==> src/rtl/core/vna_pkg.sv <==
// Package for the vertex normal accumulator: sizes, item codes, controller/datapath
// command and status types. No dependencies.
`default_nettype none
package vna_pkg;
    localparam int MAX_VERTICES = 1024;
    localparam int IDX_W = 10;
    localparam int SUM_WIDTH = 24;
    localparam int POS_W = 32;
    localparam int Q_W = 16;
    localparam int EDGE_TOP_BIT = 23;
    localparam int NORM_TOP_BIT = 29;

    typedef enum logic [1:0] {
        KIND_CLEAR = 2'd0,
        KIND_STORE = 2'd1,
        KIND_TRI   = 2'd2,
        KIND_READ  = 2'd3
    } kind_t;

    // one step of work per opcode; the datapath runs each to completion
    typedef enum logic [3:0] {
        OP_NONE, OP_CLR, OP_RDA, OP_RDB, OP_RDC, OP_EDGE, OP_SCALE, OP_CROSS1, OP_CROSS2,
        OP_NSCALE, OP_SQ, OP_SQRT, OP_DIV, OP_ACC, OP_RDS, OP_OUT
    } op_t;

    typedef struct packed {
        logic  go;
        op_t   op;
        logic [1:0] sel;
    } cmd_t;

    typedef struct packed {
        logic done;
        logic skip;
    } sts_t;
endpackage
`default_nettype wire

==> src/rtl/core/vna_ctrl.sv <==
// Controller for the vertex normal accumulator: sequences datapath operations.
// Depends on vna_pkg.
`default_nettype none
module vna_ctrl
    import vna_pkg::*;
(
    input  wire logic       clk,
    input  wire logic       rst_n,
    input  wire logic       start,
    input  wire logic [1:0] kind,
    output logic            busy,
    output cmd_t            cmd,
    input  sts_t            sts
);
    typedef enum logic [2:0] {
        S_IDLE = 3'b001,
        S_RUN  = 3'b010,
        S_WAIT = 3'b100
    } state_t;

    state_t state_reg, state_next;
    op_t    op_reg, op_next;
    logic [1:0] k_reg, k_next;
    logic [1:0] sel_reg, sel_next;

    assign busy = (state_reg != S_IDLE);

    always_comb
    begin
        state_next = state_reg;
        op_next    = op_reg;
        k_next     = k_reg;
        sel_next   = sel_reg;
        cmd.go     = 1'b0;
        cmd.op     = op_reg;
        cmd.sel    = sel_reg;
        case (state_reg)
            S_IDLE:
            begin
                if (start)
                begin
                    k_next     = kind;
                    sel_next   = 2'd0;
                    state_next = S_RUN;
                    case (kind_t'(kind))
                        KIND_CLEAR: op_next = OP_CLR;
                        KIND_STORE: op_next = OP_NONE;
                        KIND_TRI:   op_next = OP_RDA;
                        default:    op_next = OP_RDS;
                    endcase
                end
            end
            S_RUN:
            begin
                cmd.go     = 1'b1;
                state_next = S_WAIT;
            end
            S_WAIT:
            begin
                if (sts.done)
                begin
                    state_next = S_RUN;
                    if (sts.skip)
                    begin
                        state_next = (k_reg == KIND_READ) ? S_RUN : S_IDLE;
                        op_next    = OP_OUT;
                    end
                    else
                    begin
                        case (op_reg)
                            OP_RDA:    op_next = OP_RDB;
                            OP_RDB:    op_next = OP_RDC;
                            OP_RDC:    op_next = OP_EDGE;
                            OP_EDGE:   op_next = OP_SCALE;
                            OP_SCALE:  op_next = OP_CROSS1;
                            OP_CROSS1: op_next = OP_CROSS2;
                            OP_CROSS2: op_next = OP_NSCALE;
                            OP_RDS:    op_next = OP_NSCALE;
                            OP_NSCALE: op_next = OP_SQ;
                            OP_SQ:     op_next = OP_SQRT;
                            OP_SQRT:   op_next = OP_DIV;
                            OP_DIV:    op_next = (k_reg == KIND_READ) ? OP_OUT : OP_ACC;
                            OP_ACC:
                            begin
                                if (sel_reg == 2'd2)
                                    state_next = S_IDLE;
                                else
                                    sel_next = sel_reg + 2'd1;
                            end
                            default:   state_next = S_IDLE;
                        endcase
                    end
                end
            end
            default: state_next = S_IDLE;
        endcase
    end

    // reset starts a clearing pass over the sum memory
    always_ff @(posedge clk or negedge rst_n)
    begin
        if (!rst_n)
        begin
            state_reg <= S_RUN;
            op_reg    <= OP_CLR;
            k_reg     <= 2'd0;
            sel_reg   <= 2'd0;
        end
        else
        begin
            state_reg <= state_next;
            op_reg    <= op_next;
            k_reg     <= k_next;
            sel_reg   <= sel_next;
        end
    end

    a_go_pulse: assert property (@(posedge clk) disable iff (!rst_n)
        cmd.go |=> !cmd.go)
        else $error("go held two cycles");
    a_busy_after_start: assert property (@(posedge clk) disable iff (!rst_n)
        (start && !busy) |=> busy)
        else $error("start not taken");
    a_sel_range: assert property (@(posedge clk) disable iff (!rst_n)
        sel_reg != 2'd3)
        else $error("corner select out of range");
endmodule
`default_nettype wire

==> config.mk <==
export PLATFORM = sky130hd
export DESIGN_NAME = vna_ctrl
export DESIGN_NICKNAME = d
export VERILOG_FILES = /design/src/rtl/core/vna_pkg.sv /design/src/rtl/core/vna_ctrl.sv
export SDC_FILE = /design/constraint.sdc
export NUM_CORES = 1
export LEC_CHECK = 0
export ABC_CLOCK_PERIOD_IN_PS = 3600
export BUFFER_PORTS_ARGS = -buffer_cell sky130_fd_sc_hd__buf_2
export CAP_MARGIN = 20
export CORE_AREA = 8 8 45 47
export DETAILED_ROUTE_END_ITERATION = 16
export DIE_AREA = 0 0 53 55
export PLACE_DENSITY = 0.77
export SETUP_SLACK_MARGIN = 0.2
export SLEW_MARGIN = 10
export SYNTH_ARGS = -nofsm -noshare
export SYNTH_HDL_FRONTEND = slang
export SYNTH_SLANG_ARGS = --single-unit
==> constraint.sdc <==
create_clock -name clk -period 3.6 [get_ports clk]
set_clock_uncertainty 0.05 [all_clocks]
set_input_delay 0.72 -clock clk [delete_from_list [all_inputs] [get_ports clk]]
set_output_delay 0.72 -clock clk [all_outputs]
set_load 0.005 [all_outputs]
==> results.py <==
metrics = {
    "clock_network": {
        "cts_buffers": 3,
        "cts_tree": "yes",
        "cts-root-buf": "clkbuf_4",
        "clk_pin_slew_ns": 0.07,
        "holdBufCountCts": 0,
        "cts_max_level": 1,
        "clock_latency_ns": 0.27,
        "cts.path.max_buffers": 2,
        "postCtsSetupBuffers": 0,
        "clock_sinks": 11,
        "cts_resized": 0,
    },
    "timing": {
        "fin_crit_ns": 2.16,
        "setup_violations": 0,
        "timing.hold.ws_ns": 0.255,
        "hold_violations": 0,
        "tns_ns": 0,
        "slew-limit-headroom_pct": 69.5,
        "rsz0062_at_grt": "no",
        "fmax_ghz": 0.464,
        "slew_violations": 0,
        "timing.final.crit_share_pct": 59.9,
        "worst_pin_slew_ns": 0.456,
    },
    "routing": {
        "drc": 0,
        "num_vias": 606,
        "dr.pass1.iters": 4,
        "vias_per_cell": 6.12,
        "drt_iter0_drc": 8,
        "ant_nets": 0,
        "avgRoutedWirePerCell_um": 15.8,
        "routed_wl_um": 1560,
    },
    "job": {
        "cap_viol_max_count": 0,
    },
    "grt": {
        "grt_pass1_wl_um": 2520,
        "grt_pass1_vias": 604,
        "antenna_found_initial": 0,
        "grt.total_usage_pct": 11.7,
        "grt_overflow": 0,
        "grt_max_degree": 12,
    },
    "pwr": {
        "p_int_w": 0.000344,
        "power_w": 0.000580,
        "leakage_nw": 0.349,
        "power_density_nw_per_um2": 721,
        "swShare_pct": 40.7,
        "netSwitchingPower_w": 0.000236,
        "clockPowerShare_pct": 14.7,
        "seq_power_share_pct": 45.0,
        "ir_drop_mv": 0.413,
        "power_frac_comb_pct": 40.3,
    },
    "floorplan": {
        "row_count": 14,
        "die_area_um2": 2920,
        "die_h_um": 55,
        "die_w_um": 53,
        "initial_core_util_pct": 51.4,
        "ios": 15,
        "fp.coreArea_um2": 1380,
    },
    "setup_path": {
        "critPathMaxStageDelay_ns": 0.49,
        "worst_setup_path_end_kind": "output pin",
        "cp_num_buf_inv": 1,
        "critPathRequiredTime_ns": 2.83,
        "cp_max_fo": 6,
        "crit_family": "simple AND/OR/NAND/NOR gates",
        "critical_path.cell_chain": "or3b_2 -> buf_2",
        "path_class": "reg -> out",
        "arrival_ns": 1.39,
        "startpoint_type": "flip-flop",
        "crit_slowest_cell": "or3b_2",
    },
    "logic_synthesis": {
        "avgSynthCellArea_um2": 10.5,
        "synth_cells": 68,
        "synth_warnings": 0,
        "ys_seq_elements": 11,
        "ys_types": 36,
        "syn_area_um2": 711,
        "synth_seq_area_share_pct": 39.1,
        "syn_nets": 76,
    },
    "placement": {
        "place_area_um2": 778,
        "gp_congestion": 0.850,
        "dp_cells": 95,
        "port_buffers": 14,
        "post-dp-hpwl_um": 1180,
    },
    "final_layout": {
        "syn2layout_area_growth_pct": 13.2,
        "largest_reg_flops": 4,
        "layout.nets": 92,
        "stdcell_area_um2": 805,
        "drive_gt1_share_pct": 34.9,
        "final_cell_count_no_fill": 99,
        "n_antenna_cell": 0,
    },
    "status": {
        "outcome": "completed",
    },
    "hold_path": {
        "hold_class": "in -> async",
    },
}
## cell families after synthesis
family,Yosys count,synth area share [%]
xor gates and xnor gates,1,1.23
buffers and inverters,4,3.70
muxes,6,9.51
DFF,11,39.1
adders and majority gates,1,1.76
AOI/OAI and AO/OA,19,18.8
and+or+nand+nor,26,25.9
## metal layers
| layer | GRT usage, % | up-vias | part of all wire [%] |
|---|---|---|---|
| met1 | 12.1 | 298 | 45 |
| met5 | 0 | - | 0 |
| met4 | 5.17 | 0 | 1.9 |
| met3 | 3.21 | 4 | 5.0 |
| li1 | - | 288 | - |
| met2 | 21.5 | 16 | 48 |
## power groups by stage
stage	Sequential [W]	Clock [W]	Combinational, W
after floorplan	0.000223	0	0.000206
after global placement	0.000257	0	0.000226
after detailed placement	0.000261	0	0.000233
after CTS	0.000258	0.0000849	0.000236
after global routing	0.000271	0.0000937	0.000259
final	0.000261	0.0000854	0.000234
## synth_stat cells
master / instances / area (µm²)
nor3b_4: 1 / 18.8
ha_1: 1 / 12.5
nor4b_2: 1 / 15.0
inv_1: 1 / 3.75
xnor2_1: 1 / 8.76
o21ai_0: 2 / 10.0
nand3b_1: 1 / 7.51
buf_4: 3 / 22.5
and4bb_2: 1 / 12.5
nand2b_1: 1 / 6.26
and2_4: 1 / 8.76
o211a_1: 1 / 10.0
o41ai_1: 1 / 8.76
or4b_4: 1 / 13.8
o31ai_1: 2 / 15.0
a211oi_1: 1 / 7.51
nor3_1: 2 / 10.0
a21boi_1: 1 / 7.51
dfrtp_1: 9 / 225
a21oi_1: 2 / 10.0
a31oi_1: 4 / 25.0
o21bai_1: 2 / 15.0
nor2_1: 6 / 22.5
mux2_1: 4 / 45.0
mux2_2: 2 / 22.5
nand2_1: 3 / 11.3
and3_1: 1 / 6.26
nor4_1: 1 / 6.26
nand4b_1: 2 / 17.5
a21oi_2: 2 / 17.5
o21a_1: 1 / 7.51
nor3b_1: 1 / 7.51
nand3_1: 1 / 5.00
dfstp_2: 2 / 52.6
or3b_2: 1 / 8.76
nor2b_1: 1 / 6.26
## worst reg2reg max path: stages, from the launching register on
cell,delay [ns]
dfstp_2,0.63
nand2b_1,0.11
or4b_4,0.56
a21oi_2,0.18
mux2_1,0.34
## final timing paths
path | startpoint | end | slack, ns | depth (start not counted)
max | state_reg[0] | busy | 1.44 | 2
min | rst_n | sel_reg[0] | 0.25 | 1
max reg2reg | op_reg[0] | sel_reg[1] | 1.61 | 4
min reg2reg | sel_reg[1] | sel_reg[1] | 0.50 | 1
max in group asynchronous | rst_n | op_reg[0] | 2.98 | 1
min in group clk | sel_reg[1] | sel_reg[1] | 0.50 | 1
## layout make-up
| cell class | instances | area (µm²) |
|---|---|---|
| Fill cell | 122 | 579 |
| Multi-Input combinational cell | 53 | 407 |
| Sequential cell | 11 | 278 |
| Timing Repair Buffer | 14 | 70.1 |
| Clock buffer | 4 | 26.3 |
| Tap cell | 16 | 20.0 |
| Inverter | 1 | 3.75 |
## metrics by stage
stage	setup slack, ns	util [%]
3_3_place_gp	1.38	56.2
3_5_place_dp	1.31	56.2
5_1_grt	1.34	58.1
6_report	1.44	58.1
4_1_cts	1.45	58.1
2_1_floorplan	1.55	-
## cells in the final DEF, fill, tap and decap left out, drive strengths merged, types with 2 or more instances in the layout
cell type / n
a21oi: 4
a31oi: 4
buf: 14
clkbuf: 4
dfrtp: 9
dfstp: 2
mux2: 6
nand2: 3
nand4b: 2
nor2: 6
nor3: 2
nor3b: 2
o21ai: 2
o21bai: 2
o31ai: 2
Power figures use the tool's default switching activity.
